--- config.mk ---
export PLATFORM = sky130hd
export DESIGN_NAME = stepper_relative_move_controller
export DESIGN_NICKNAME = d
export VERILOG_FILES = /design/src/design/srmc_pkg.sv /design/src/design/srmc_regs.sv /design/src/design/srmc_div.sv /design/src/design/srmc_datapath.sv /design/src/design/srmc_ctrl.sv /design/src/design/stepper_relative_move_controller.sv
export SDC_FILE = /design/constraint.sdc
export NUM_CORES = 2
export LEC_CHECK = 0
export BUFFER_PORTS_ARGS = -buffer_cell sky130_fd_sc_hd__buf_2
export CORE_ASPECT_RATIO = 1.25
export CORE_MARGIN = 5
export CORE_UTILIZATION = 50
export DETAILED_ROUTE_END_ITERATION = 16
export PLACE_DENSITY = 0.65
export SLEW_MARGIN = 5
export SYNTH_ARGS = -nofsm -noshare
export SYNTH_HDL_FRONTEND = slang
export SYNTH_HIERARCHICAL = 1
export SYNTH_SLANG_ARGS = --single-unit
--- constraint.sdc ---
create_clock -name clk -period 12 [get_ports clk]
set_input_delay 1.8 -clock clk [delete_from_list [all_inputs] [get_ports clk]]
set_output_delay 1.8 -clock clk [all_outputs]
set_load 0.1 [all_outputs]
--- src/design/srmc_pkg.sv ---
// Shared types, codes and constants of the stepper relative move controller.
package srmc_pkg;

	localparam int TIMER_BITS_DEF = 16;
	localparam int DIV_W = 32;

	// Move phases
	localparam logic [1:0] PH_IDLE = 2'd0;
	localparam logic [1:0] PH_WAIT = 2'd1;
	localparam logic [1:0] PH_RUN  = 2'd2;

	// Register indexes
	localparam logic [2:0] REG_PPR     = 3'd0;
	localparam logic [2:0] REG_RPM     = 3'd1;
	localparam logic [2:0] REG_SETUP   = 3'd2;
	localparam logic [2:0] REG_TICK    = 3'd3;
	localparam logic [2:0] REG_DEG_MAX = 3'd4;
	localparam logic [2:0] REG_DEG_MIN = 3'd5;
	localparam logic [2:0] REG_CLK     = 3'd6;

	localparam logic [15:0] RATE_MAX     = 16'd50000;
	localparam logic [31:0] RATE_SAT_X   = 32'd48000000;
	localparam logic [15:0] DEG_LIMIT    = 16'd180;

	// Datapath commands
	localparam logic [3:0] CMD_NONE      = 4'd0;
	localparam logic [3:0] CMD_CAPTURE   = 4'd1;
	localparam logic [3:0] CMD_TICK      = 4'd2;
	localparam logic [3:0] CMD_RATE_MUL  = 4'd3;
	localparam logic [3:0] CMD_RATE_DIV  = 4'd4;
	localparam logic [3:0] CMD_RATE_SET  = 4'd5;
	localparam logic [3:0] CMD_TICKS_DIV = 4'd6;
	localparam logic [3:0] CMD_PSC       = 4'd7;
	localparam logic [3:0] CMD_LOAD      = 4'd8;
	localparam logic [3:0] CMD_PEND_MUL  = 4'd9;
	localparam logic [3:0] CMD_PEND_DIV  = 4'd10;
	localparam logic [3:0] CMD_PEND_SET  = 4'd11;
	localparam logic [3:0] CMD_DEG_PREP  = 4'd12;
	localparam logic [3:0] CMD_OUT       = 4'd13;

	typedef struct packed {
		logic [15:0]        ppr;
		logic [15:0]        rpm;
		logic [15:0]        setup_ms;
		logic [7:0]         tick_ms;
		logic signed [15:0] deg_max;
		logic signed [15:0] deg_min;
		logic [27:0]        clk_hz;
	} cfg_t;

	typedef struct packed {
		logic [3:0] op;
		logic       operation;
	} dp_cmd_t;

	typedef struct packed {
		logic div_done;
		logic wait_end;
		logic rate_zero;
		logic ticks_ok;
		logic pend_go;
		logic deg_sat;
	} dp_status_t;

endpackage

--- src/design/srmc_regs.sv ---
// APB configuration registers of the move controller.
module srmc_regs (
	input  logic          clk,
	input  logic          arst_n,
	input  logic          psel,
	input  logic          penable,
	input  logic          pwrite,
	input  logic [4:0]    paddr,
	input  logic [31:0]   pwdata,
	output logic [31:0]   prdata,
	output logic          pready,
	output srmc_pkg::cfg_t cfg
);
	import srmc_pkg::*;

	cfg_t        cfg_q;
	logic [2:0]  idx;

	assign idx    = paddr[4:2];
	assign pready = 1'b1;
	assign cfg    = cfg_q;

	always_ff @(posedge clk or negedge arst_n) begin
		if (!arst_n) begin
			cfg_q.ppr      <= 16'd800;
			cfg_q.rpm      <= 16'd960;
			cfg_q.setup_ms <= 16'd5;
			cfg_q.tick_ms  <= 8'd1;
			cfg_q.deg_max  <= 16'sd2880;
			cfg_q.deg_min  <= -16'sd2880;
			cfg_q.clk_hz   <= 28'd72000000;
		end else if (psel && penable && pwrite) begin
			case (idx)
				REG_PPR:     cfg_q.ppr      <= pwdata[15:0];
				REG_RPM:     cfg_q.rpm      <= pwdata[15:0];
				REG_SETUP:   cfg_q.setup_ms <= pwdata[15:0];
				REG_TICK:    cfg_q.tick_ms  <= pwdata[7:0];
				REG_DEG_MAX: cfg_q.deg_max  <= pwdata[15:0];
				REG_DEG_MIN: cfg_q.deg_min  <= pwdata[15:0];
				REG_CLK:     cfg_q.clk_hz   <= pwdata[27:0];
				default: ;
			endcase
		end
	end

	always_comb begin
		case (idx)
			REG_PPR:     prdata = {16'd0, cfg_q.ppr};
			REG_RPM:     prdata = {16'd0, cfg_q.rpm};
			REG_SETUP:   prdata = {16'd0, cfg_q.setup_ms};
			REG_TICK:    prdata = {24'd0, cfg_q.tick_ms};
			REG_DEG_MAX: prdata = {{16{cfg_q.deg_max[15]}}, cfg_q.deg_max};
			REG_DEG_MIN: prdata = {{16{cfg_q.deg_min[15]}}, cfg_q.deg_min};
			REG_CLK:     prdata = {4'd0, cfg_q.clk_hz};
			default:     prdata = 32'd0;
		endcase
	end

endmodule

--- src/design/srmc_div.sv ---
// Restoring divider, one quotient bit per cycle.
module srmc_div #(
	parameter int W = srmc_pkg::DIV_W
) (
	input  logic         clk,
	input  logic         arst_n,
	input  logic         start,
	input  logic [W-1:0] num,
	input  logic [W-1:0] den,
	output logic [W-1:0] quo,
	output logic         done
);
	localparam int CW = $clog2(W + 1);
	localparam logic [CW-1:0] LAST = CW'(W - 1);

	logic          busy_q;
	logic [CW-1:0] cnt_q;
	logic [W-1:0]  quo_q;
	logic [W-1:0]  den_q;
	logic [W:0]    rem_q;
	logic [W:0]    rem_sh;
	logic          fits;

	assign rem_sh = {rem_q[W-1:0], quo_q[W-1]};
	assign fits   = rem_sh >= {1'b0, den_q};
	assign quo    = quo_q;

	always_ff @(posedge clk or negedge arst_n) begin
		if (!arst_n) begin
			busy_q <= 1'b0;
			cnt_q  <= '0;
			done   <= 1'b0;
		end else begin
			done <= 1'b0;
			if (start) begin
				busy_q <= 1'b1;
				cnt_q  <= '0;
			end else if (busy_q) begin
				cnt_q <= cnt_q + CW'(1);
				if (cnt_q == LAST) begin
					busy_q <= 1'b0;
					done   <= 1'b1;
				end
			end
		end
	end

	always_ff @(posedge clk) begin
		if (start) begin
			quo_q <= num;
			den_q <= den;
			rem_q <= '0;
		end else if (busy_q) begin
			rem_q <= fits ? rem_sh - {1'b0, den_q} : rem_sh;
			quo_q <= {quo_q[W-2:0], fits};
		end
	end

endmodule

--- src/design/srmc_datapath.sv ---
// Move state, timer arithmetic and result registers of the controller.
module srmc_datapath #(
	parameter int TIMER_BITS = srmc_pkg::TIMER_BITS_DEF
) (
	input  logic                   clk,
	input  logic                   arst_n,
	input  srmc_pkg::cfg_t         cfg,
	input  srmc_pkg::dp_cmd_t      cmd,
	output srmc_pkg::dp_status_t   status,
	input  logic signed [15:0]     target_deg_q4,
	input  logic [15:0]            timer_count,
	output logic                   busy_res,
	output logic                   direction_forward,
	output logic                   step_enable,
	output logic                   timer_load,
	output logic [15:0]            prescaler_value,
	output logic [15:0]            period_value,
	output logic [15:0]            compare_value,
	output logic [15:0]            step_rate_hz,
	output logic signed [31:0]     position_steps,
	output logic signed [8:0]      logical_deg
);
	import srmc_pkg::*;

	localparam int FULL_W = TIMER_BITS + 1;
	localparam int SUM_W  = (TIMER_BITS > 28 ? TIMER_BITS : 28) + 1;
	localparam int ARR_W  = (FULL_W > DIV_W ? FULL_W : DIV_W);
	localparam logic [FULL_W-1:0] FULL = FULL_W'(1) << TIMER_BITS;
	// reciprocals for the constant divides: /960 = >>6 then /15, /5760 = >>7 then /45
	localparam logic [24:0] RCP_15 = 25'd17895698;   // ceil(2^28 / 15)
	localparam logic [25:0] RCP_45 = 26'd47721859;   // ceil(2^31 / 45)

	// architectural state
	logic [1:0]         phase_q;
	logic [31:0]        total_q, done_q, pos_q;
	logic               fwd_q, pend_q, dir_q, chan_q, loaded_q;
	logic [15:0]        wait_q, last_q, count_q, rate_q;
	logic signed [15:0] pang_q;
	logic [15:0]        psc_reg_q, per_q, cmp_q;
	// scratch
	logic [31:0]        x_q, prod_q;
	logic [15:0]        rq_q;
	logic [31:0]        pq_q;
	logic [SUM_W-1:0]   psc_q;
	logic               pfwd_q, deg_sat_q;

	// divider
	logic               div_start, div_done;
	logic [DIV_W-1:0]   div_num, div_den, q;

	srmc_div #(.W(DIV_W)) u_div (
		.clk(clk), .arst_n(arst_n), .start(div_start),
		.num(div_num), .den(div_den), .quo(q), .done(div_done)
	);

	// tick arithmetic
	logic [15:0]        wait_next;
	logic               wrap;
	logic [31:0]        done_inc;
	logic [15:0]        rate_next;
	logic [19:0]        rate_m;
	logic [44:0]        rate_prod;
	logic [24:0]        pend_m;
	logic [50:0]        pend_prod;
	logic [SUM_W-1:0]   psc_sum, psc_raw, psc_c;
	logic [ARR_W-1:0]   arr_c;
	logic [15:0]        pmag, d;
	logic [31:0]        mag;
	logic               neg, sat;
	logic [24:0]        deg_prod;
	logic signed [15:0] clamped;
	logic [8:0]         r9;

	always_comb begin
		wait_next = (wait_q > {8'd0, cfg.tick_ms}) ? wait_q - {8'd0, cfg.tick_ms} : 16'd0;
		wrap      = count_q < last_q;
		done_inc  = done_q + {31'd0, wrap};
		rate_m    = 20'((x_q + 32'd480) >> 6);
		rate_prod = 45'(rate_m) * 45'(RCP_15);
		pend_m    = 25'((prod_q + 32'd2880) >> 7);
		pend_prod = 51'(pend_m) * 51'(RCP_45);
		if (cfg.rpm == 16'd0)
			rate_next = 16'd0;
		else if (x_q >= RATE_SAT_X)
			rate_next = RATE_MAX;
		else
			rate_next = rq_q;
		psc_sum = SUM_W'(q[27:0]) + SUM_W'(FULL) - SUM_W'(1);
		psc_raw = psc_sum >> TIMER_BITS;
		if (psc_raw == '0)
			psc_c = SUM_W'(1);
		else if (psc_raw > SUM_W'(FULL))
			psc_c = SUM_W'(FULL);
		else
			psc_c = psc_raw;
		if (ARR_W'(q) < ARR_W'(2))
			arr_c = ARR_W'(2);
		else if (ARR_W'(q) > ARR_W'(FULL))
			arr_c = ARR_W'(FULL);
		else
			arr_c = ARR_W'(q);
		pmag = pang_q[15] ? 16'(-pang_q) : 16'(pang_q);
		d    = (cfg.ppr == 16'd0) ? 16'd1 : cfg.ppr;
		neg  = pos_q[31];
		mag  = neg ? 32'd0 - pos_q : pos_q;
		sat  = {mag, 1'b0} >= 33'(d);
		deg_prod = 25'(mag[14:0]) * 25'd720;
		if (target_deg_q4 > cfg.deg_max)
			clamped = cfg.deg_max;
		else if (target_deg_q4 < cfg.deg_min)
			clamped = cfg.deg_min;
		else
			clamped = target_deg_q4;
		r9 = deg_sat_q ? DEG_LIMIT[8:0] : q[8:0];
	end

	always_comb begin
		div_start = 1'b0;
		div_num   = '0;
		div_den   = '0;
		case (cmd.op)
			CMD_TICKS_DIV: begin
				div_start = 1'b1;
				div_num   = {4'd0, cfg.clk_hz};
				div_den   = {16'd0, rate_q};
			end
			CMD_PSC: begin
				div_start = q >= 32'd2;
				div_num   = q + 32'(psc_c) - 32'd1;
				div_den   = 32'(psc_c);
			end
			CMD_DEG_PREP: begin
				div_start = !sat;
				div_num   = 32'(deg_prod) + 32'(d);
				div_den   = {15'd0, d, 1'b0};
			end
			default: ;
		endcase
	end

	assign status.div_done  = div_done;
	assign status.wait_end  = (phase_q == PH_WAIT) && (wait_next == 16'd0);
	assign status.rate_zero = rate_next == 16'd0;
	assign status.ticks_ok  = q >= 32'd2;
	assign status.pend_go   = pend_q && phase_q != PH_RUN && phase_q != PH_WAIT;
	assign status.deg_sat   = sat;

	always_ff @(posedge clk or negedge arst_n) begin
		if (!arst_n) begin
			phase_q   <= PH_IDLE;
			total_q   <= '0;
			done_q    <= '0;
			fwd_q     <= 1'b0;
			wait_q    <= '0;
			last_q    <= '0;
			pos_q     <= '0;
			pend_q    <= 1'b0;
			pang_q    <= '0;
			rate_q    <= '0;
			dir_q     <= 1'b1;
			chan_q    <= 1'b0;
			psc_reg_q <= 16'd0;
			per_q     <= 16'd65535;
			cmp_q     <= 16'd1;
			loaded_q  <= 1'b0;
		end else begin
			case (cmd.op)
				CMD_CAPTURE: begin
					loaded_q <= 1'b0;
					if (cmd.operation && clamped != 16'sd0) begin
						pang_q <= clamped;
						pend_q <= 1'b1;
					end
				end
				CMD_TICK: begin
					if (phase_q == PH_RUN) begin
						last_q <= count_q;
						if (wrap) pos_q <= fwd_q ? pos_q + 32'd1 : pos_q - 32'd1;
						if (done_inc >= total_q) begin
							// all pulses out: stop the move
							rate_q  <= '0;
							chan_q  <= 1'b0;
							phase_q <= PH_IDLE;
							done_q  <= '0;
							total_q <= '0;
						end else begin
							done_q <= done_inc;
						end
					end else if (phase_q == PH_WAIT) begin
						wait_q <= wait_next;
					end
				end
				CMD_RATE_SET: begin
					rate_q <= rate_next;
					if (rate_next == 16'd0) begin
						chan_q  <= 1'b0;
						phase_q <= PH_IDLE;
						done_q  <= '0;
						total_q <= '0;
					end
				end
				CMD_PSC: begin
					if (q < 32'd2) begin
						// too fast for the timer: run without a reload
						last_q  <= count_q;
						phase_q <= PH_RUN;
					end
				end
				CMD_LOAD: begin
					psc_reg_q <= 16'(psc_q - SUM_W'(1));
					per_q     <= 16'(arr_c - ARR_W'(1));
					cmp_q     <= 16'((arr_c + ARR_W'(1)) >> 1);
					chan_q    <= 1'b1;
					loaded_q  <= 1'b1;
					last_q    <= '0;
					phase_q   <= PH_RUN;
				end
				CMD_PEND_MUL: begin
					if (status.pend_go) begin
						pend_q <= 1'b0;
						pang_q <= '0;
					end
				end
				CMD_PEND_SET: begin
					if (pq_q != 32'd0) begin
						fwd_q   <= pfwd_q;
						dir_q   <= pfwd_q;
						total_q <= pq_q;
						done_q  <= '0;
						wait_q  <= cfg.setup_ms;
						phase_q <= PH_WAIT;
					end
				end
				default: ;
			endcase
		end
	end

	// scratch and result registers
	always_ff @(posedge clk) begin
		case (cmd.op)
			CMD_CAPTURE:  count_q <= timer_count;
			CMD_RATE_MUL: x_q     <= 32'(cfg.rpm) * 32'(cfg.ppr);
			CMD_RATE_DIV: rq_q    <= rate_prod[43:28];
			CMD_PSC:      psc_q   <= psc_c;
			CMD_PEND_MUL: begin
				prod_q <= 32'(pmag) * 32'(cfg.ppr);
				pfwd_q <= !pang_q[15];
			end
			CMD_PEND_DIV: pq_q    <= 32'(pend_prod[50:31]);
			CMD_DEG_PREP: deg_sat_q <= sat;
			CMD_OUT: begin
				busy_res          <= phase_q == PH_WAIT || phase_q == PH_RUN;
				direction_forward <= dir_q;
				step_enable       <= chan_q;
				timer_load        <= loaded_q;
				prescaler_value   <= psc_reg_q;
				period_value      <= per_q;
				compare_value     <= cmp_q;
				step_rate_hz      <= rate_q;
				position_steps    <= pos_q;
				logical_deg       <= neg ? 9'd0 - r9 : r9;
			end
			default: ;
		endcase
	end

endmodule

--- src/design/srmc_ctrl.sv ---
// Sequencer for one item of the move controller.
module srmc_ctrl (
	input  logic                  clk,
	input  logic                  arst_n,
	input  logic                  in_valid,
	output logic                  in_ready,
	input  logic                  operation,
	output logic                  out_valid,
	input  logic                  out_ready,
	output srmc_pkg::dp_cmd_t     cmd,
	input  srmc_pkg::dp_status_t  status
);
	import srmc_pkg::*;

	localparam logic [3:0] C_IDLE  = 4'd0;
	localparam logic [3:0] C_TICK  = 4'd1;
	localparam logic [3:0] C_RMUL  = 4'd2;
	localparam logic [3:0] C_RDIV  = 4'd3;
	localparam logic [3:0] C_RSET  = 4'd5;
	localparam logic [3:0] C_TDIV  = 4'd6;
	localparam logic [3:0] C_TWAIT = 4'd7;
	localparam logic [3:0] C_PSC   = 4'd8;
	localparam logic [3:0] C_AWAIT = 4'd9;
	localparam logic [3:0] C_LOAD  = 4'd10;
	localparam logic [3:0] C_PMUL  = 4'd11;
	localparam logic [3:0] C_PDIV  = 4'd12;
	localparam logic [3:0] C_PSET  = 4'd14;
	localparam logic [3:0] C_DEG   = 4'd15;

	logic [3:0] st_q, st_d;
	logic       deg_wait_q, deg_wait_d;
	logic       out_free;
	// divide in flight for the angle step
	logic       busy_div_q;

	assign in_ready      = st_q == C_IDLE;
	assign out_free      = !out_valid || out_ready;

	// C_DEG runs in two steps: prepare (and maybe divide), then write the result
	always_comb begin
		st_d          = st_q;
		deg_wait_d    = deg_wait_q;
		cmd.op        = CMD_NONE;
		cmd.operation = operation;
		case (st_q)
			C_IDLE: if (in_valid) begin
				cmd.op     = CMD_CAPTURE;
				deg_wait_d = 1'b0;
				st_d       = operation ? C_DEG : C_TICK;
			end
			C_TICK: begin
				cmd.op = CMD_TICK;
				st_d   = status.wait_end ? C_RMUL : C_PMUL;
			end
			C_RMUL: begin cmd.op = CMD_RATE_MUL; st_d = C_RDIV; end
			C_RDIV: begin cmd.op = CMD_RATE_DIV; st_d = C_RSET; end
			C_RSET: begin
				cmd.op = CMD_RATE_SET;
				st_d   = status.rate_zero ? C_PMUL : C_TDIV;
			end
			C_TDIV: begin cmd.op = CMD_TICKS_DIV; st_d = C_TWAIT; end
			C_TWAIT: if (status.div_done) st_d = C_PSC;
			C_PSC: begin
				cmd.op = CMD_PSC;
				st_d   = status.ticks_ok ? C_AWAIT : C_PMUL;
			end
			C_AWAIT: if (status.div_done) st_d = C_LOAD;
			C_LOAD: begin cmd.op = CMD_LOAD; st_d = C_PMUL; end
			C_PMUL: begin
				cmd.op = CMD_PEND_MUL;
				st_d   = status.pend_go ? C_PDIV : C_DEG;
			end
			C_PDIV: begin cmd.op = CMD_PEND_DIV; st_d = C_PSET; end
			C_PSET: begin cmd.op = CMD_PEND_SET; st_d = C_DEG; end
			C_DEG: begin
				if (!deg_wait_q) begin
					cmd.op     = CMD_DEG_PREP;
					deg_wait_d = 1'b1;
					// saturated angle needs no divide: the prep step is taken either way
				end else if ((status.div_done || !busy_div_q) && out_free) begin
					cmd.op = CMD_OUT;
					st_d   = C_IDLE;
				end
			end
			default: st_d = C_IDLE;
		endcase
	end

	always_ff @(posedge clk or negedge arst_n) begin
		if (!arst_n) begin
			st_q       <= C_IDLE;
			deg_wait_q <= 1'b0;
			busy_div_q <= 1'b0;
			out_valid  <= 1'b0;
		end else begin
			st_q       <= st_d;
			deg_wait_q <= deg_wait_d;
			if (cmd.op == CMD_DEG_PREP)
				busy_div_q <= !status.deg_sat;
			else if (status.div_done)
				busy_div_q <= 1'b0;
			if (cmd.op == CMD_OUT)
				out_valid <= 1'b1;
			else if (out_ready)
				out_valid <= 1'b0;
		end
	end

endmodule

--- src/design/stepper_relative_move_controller.sv ---
// Top level of the stepper relative move controller.
// Accept to result valid: a set-target item at a saturated angle needs no divider pass, else
// one divider pass for degrees; a tick that starts the step clock takes up to three passes
// (timer ticks, auto-reload, degrees). One item is in flight at a time; in_ready returns
// in the same cycle as out_valid, once the result is registered.
// Reset (arst_n low, asynchronous): idle, no pending target, direction forward, timer 0/65535/1.
module stepper_relative_move_controller #(
	parameter int TIMER_BITS = srmc_pkg::TIMER_BITS_DEF
) (
	input  logic               clk,
	input  logic               arst_n,
	input  logic               in_valid,
	output logic               in_ready,
	input  logic               operation,
	input  logic signed [15:0] target_deg_q4,
	input  logic [15:0]        timer_count,
	output logic               out_valid,
	input  logic               out_ready,
	output logic               busy_res,
	output logic               direction_forward,
	output logic               step_enable,
	output logic               timer_load,
	output logic [15:0]        prescaler_value,
	output logic [15:0]        period_value,
	output logic [15:0]        compare_value,
	output logic [15:0]        step_rate_hz,
	output logic signed [31:0] position_steps,
	output logic signed [8:0]  logical_deg,
	input  logic               psel,
	input  logic               penable,
	input  logic               pwrite,
	input  logic [4:0]         paddr,
	input  logic [31:0]        pwdata,
	output logic [31:0]        prdata,
	output logic               pready
);
	import srmc_pkg::*;

	cfg_t       cfg;
	dp_cmd_t    cmd;
	dp_status_t status;

	// configuration registers; the user must write them only while no item is in flight, the block does not enforce it
	srmc_regs u_regs (
		.clk(clk), .arst_n(arst_n), .psel(psel), .penable(penable), .pwrite(pwrite),
		.paddr(paddr), .pwdata(pwdata), .prdata(prdata), .pready(pready), .cfg(cfg)
	);

	// sequencer: accept one item, step the datapath, hold the result until taken
	srmc_ctrl u_ctrl (
		.clk(clk), .arst_n(arst_n), .in_valid(in_valid), .in_ready(in_ready),
		.operation(operation), .out_valid(out_valid), .out_ready(out_ready),
		.cmd(cmd), .status(status)
	);

	// move state, timer math over the shared divider, result registers
	srmc_datapath #(.TIMER_BITS(TIMER_BITS)) u_dp (
		.clk(clk), .arst_n(arst_n), .cfg(cfg), .cmd(cmd), .status(status),
		.target_deg_q4(target_deg_q4), .timer_count(timer_count),
		.busy_res(busy_res), .direction_forward(direction_forward),
		.step_enable(step_enable), .timer_load(timer_load),
		.prescaler_value(prescaler_value), .period_value(period_value),
		.compare_value(compare_value), .step_rate_hz(step_rate_hz),
		.position_steps(position_steps), .logical_deg(logical_deg)
	);

endmodule

==> summary.txt <==
Clocking
  • Clock-pin transition on the worst setup and hold timing paths: about 60 ps
  • CTS buffer count: 76
  • Clk Latency, worst-skew pair: around 670 ps
  • H-tree Lvls: 3
  • CTS tree: yes
  • Post-CTS sizing: 0
  • Root Buffer: clkbuf_16
  • Post-CTS Hold Fix Bufs: 0
  • Postcts setup bufs: 0
  • Clock Path Buffers: 3
  • Clock sinks: around 660

Floorplanning
  • Die area: approximately 150000 um^2
  • Core box area: approximately 140000 um^2
  • Die height: about 430 um
  • Io pins: about 220
  • Rows: about 150
  • Die W: ~340 um
  • Initial Utilization: between 50% and 60%

Timing
  • Max frequency: ~0.11 GHz
  • Setup TNS: 0 ps
  • Final min period: around 9400 ps
  • Worst-margin pin slew: ~1200 ps
  • Final Hold Viols: 0
  • Worst setup slack after layout: ~2600 ps
  • # setup viols final: 0
  • Layout Skew: roughly 33 ps
  • Unrepaired setup endpoints after global routing: false
  • Fin. max-slew vios: 0
  • Max-Slew Margin vs Limit: between 10% and 20%
  • Period utilisation layout: approximately four fifths

Hold path
  • Worst hold start: u_dp/cmp_q[15]
  • Number of cells on the worst hold path: 0
  • Hold worst-path end: u_dp/compare_value[15]
  • Hold Crit Class: register to register

Logic synthesis
  • Dominant synthesized flop cell: edfxtp_1
  • Post-synth EDFFs: just under 300
  • Yosys top cell by area: fa_1
  • Yosys top cell area share: a little under a fifth
  • Synth top area cells: fa_1, ha_1, edfxtp_1
  • Synth Register Bits: roughly 660
  • Ys async rst share: 50.7%
  • Unique cell type count in the Yosys netlist: about 110
  • Syn. warnings: 6
  • Post-Syn Area: a little under 70000 um^2
  • Avg Inst Size Synth: slightly below 10 um^2
  • Sequential share of the synthesized area: between 20% and 30%
  • Syn Inst Count: about 7100

Cells and area
  • # nets final: around 8800
  • Proportion of layout cells with a drive suffix above 1: 9.53%
  • Util after Layout: 54.3%
  • Commonest non-fill, non-tap cell in the layout: inv_1
  • Most frequent cells in the layout: inv_1, ha_1, nand2_1, fa_1, nor2_1
  • Filler cells: approximately 12000
  • P&R area growth vs syn: 8.12%

Critical path
  • CP most frequent cell: inv_1
  • Worst setup path class: register to register
  • Crit path DAT: between 9000 and 10000 ps
  • CP required: roughly 12000 ps
  • Crit-path slowest cell: fa_1
  • CP max FO: 5
  • Max incr delay on CP: ~570 ps
  • RR Endpoint: u_dp/pq_q[19]
  • R2r startpoint: u_dp/prod_q[6]
  • CP Capture Type: register
  • R2R Setup Slk: around 2600 ps
  • Worst r2r path cells: 31
  • Startpoint types: register

Global routing
  • Total track usage: 25.2%
  • First-pass GRT wire length: around 290000 um
  • Overflow after GRT: 0
  • Largest net degree at the start of global routing: roughly 90
  • Antenna violations before repair: 4
  • Vias in the first global route: 52974

Flow run
  • Number of max-cap violations: 0

Detailed routing
  • Routed vias: about 51000
  • Drt drc: 0
  • Final ANT Viol Nets: 0
  • Post-DR wirelength/cell: ~20 um
  • Via-to-Cell Ratio: approximately 5.6
  • Initial DRT Pass Iterations: 6
  • Routed WL: 184000 um
  • DR iter-0 viols: 3359

Placement
  • Routability Congestion: 0.940
  • Post-DP HPWL: approximately 150000 um
  • Dpl ws: 2570 ps
  • Buffers on Ports: 213

Status
  • Status: finished clean
[sequential cells by signal (all words and copies together), names as in the netlist, 20 cells and up]
| signal | cells |
|---|---|
| u_regs/cfg | 116 |
| u_dp/pos_q | 32 |
| u_dp/u_div/den_q | 32 |
| u_dp/pq_q | 20 |
| u_dp/x_q | 27 |
| u_dp/prod_q | 26 |
| u_dp/position_steps | 32 |
| u_dp/done_q | 32 |
| u_dp/u_div/rem_q | 32 |
| u_dp/u_div/quo | 32 |
| u_dp/total_q | 20 |
[synth_stat cells, types with 34 or more instances]
cell type  count
a21o_1       115
nor2b_1       55
xnor2_1      250
nand4_1       49
dfstp_2       46
a211oi_1      50
clkbuf_1     206
o21ai_0      263
nor4_1        50
a31oi_1       37
nand3_1      106
nand2_1      665
nand2b_1      65
a22o_1        34
o21a_1        39
a21oi_1      280
a22oi_1       46
nor2_1       303
nor3_1        78
fa_1         637
inv_1       1185
mux2i_1       69
mux2_2       171
edfxtp_1     293
dfrtp_1      288
xor2_1        93
and2_1       217
and3_1        41
ha_1         871
[metrics by stage]
| step | std cells | hold WS [ps] | area (um^2) |
|---|---|---|---|
| 6_report | 9141 | 432 | 74500 |
| 5_1_grt | 9140 | 452 | 74500 |
| 4_1_cts | 9139 | 443 | 74500 |
| 3_5_place_dp | 8998 | 430 | 72000 |
| 3_3_place_gp | 8998 | 432 | 72000 |
| 2_1_floorplan | 7126 | 419 | 69000 |
[routing by layer]
metal | vias to the layer above | wire, um | part of all wire, % | global-route usage [%]
li1 | 23998 | - | - | -
met1 | 25435 | 73700 | 40 | 31.3
met2 | 1398 | 91700 | 50 | 44.7
met3 | 407 | 10800 | 5.9 | 3.97
met4 | 2 | 7440 | 4.0 | 8.88
met5 | - | 17 | 0.0093 | 0
[final cells by class]
type                            count  area, um^2  share of cell area [%]
Sequential cell                   659       17900                    24.0
Clock inverter                     40         433                   0.581
Inverter                         1187        4460                    5.98
Multi-Input combinational cell   5021       45800                    61.4
Tap cell                         1848        2310                    3.10
Timing Repair Buffer              283        1600                    2.15
Antenna cell                        2        5.00                 0.00672
Clock buffer                      101        2080                    2.79
[worst max-delay path: cells and delay by family, from the launching register on]
family / cells / cell delay [ps]
flip-flops: 1 / 390
AND/OR/NAND/NOR: 5 / 1100
buffers and inverters: 7 / 450
adder cells (fa/ha/maj): 9 / 4060
XOR/XNOR: 2 / 630
AO/OA/AOI/OAI: 8 / 2450
[logic make-up (layout without fill, tap and decap cells)]
family,after synthesis,after routing,share of synthesized area (%)
AO/OA/AOI/OAI,1146,1146,10.9
XOR/XNOR,343,343,4.36
adder cells (fa/ha/maj),1508,1508,34.3
buffers and inverters,1446,1611,8.05
flip-flops,659,659,25.9
multiplexers,255,255,4.06
other,2,18,0.0109
AND/OR/NAND/NOR,1753,1753,12.4
[worst max-delay path by stage]
stage	from	endpoint	slack (ps)	cells past startpoint
after floorplan	u_dp/prod_q[6]	u_dp/pq_q[19]	3560	31
after global placement	u_dp/prod_q[6]	u_dp/pq_q[19]	2670	31
after detailed placement	u_dp/prod_q[6]	u_dp/pq_q[19]	2570	31
after CTS	u_dp/prod_q[6]	u_dp/pq_q[19]	2580	31
after global routing	u_dp/prod_q[6]	u_dp/pq_q[19]	1980	31
final	u_dp/prod_q[6]	u_dp/pq_q[19]	2640	31
Power is not shown: default switching activity piles up to over one toggle a cycle in this logic, so the estimate is an artifact.
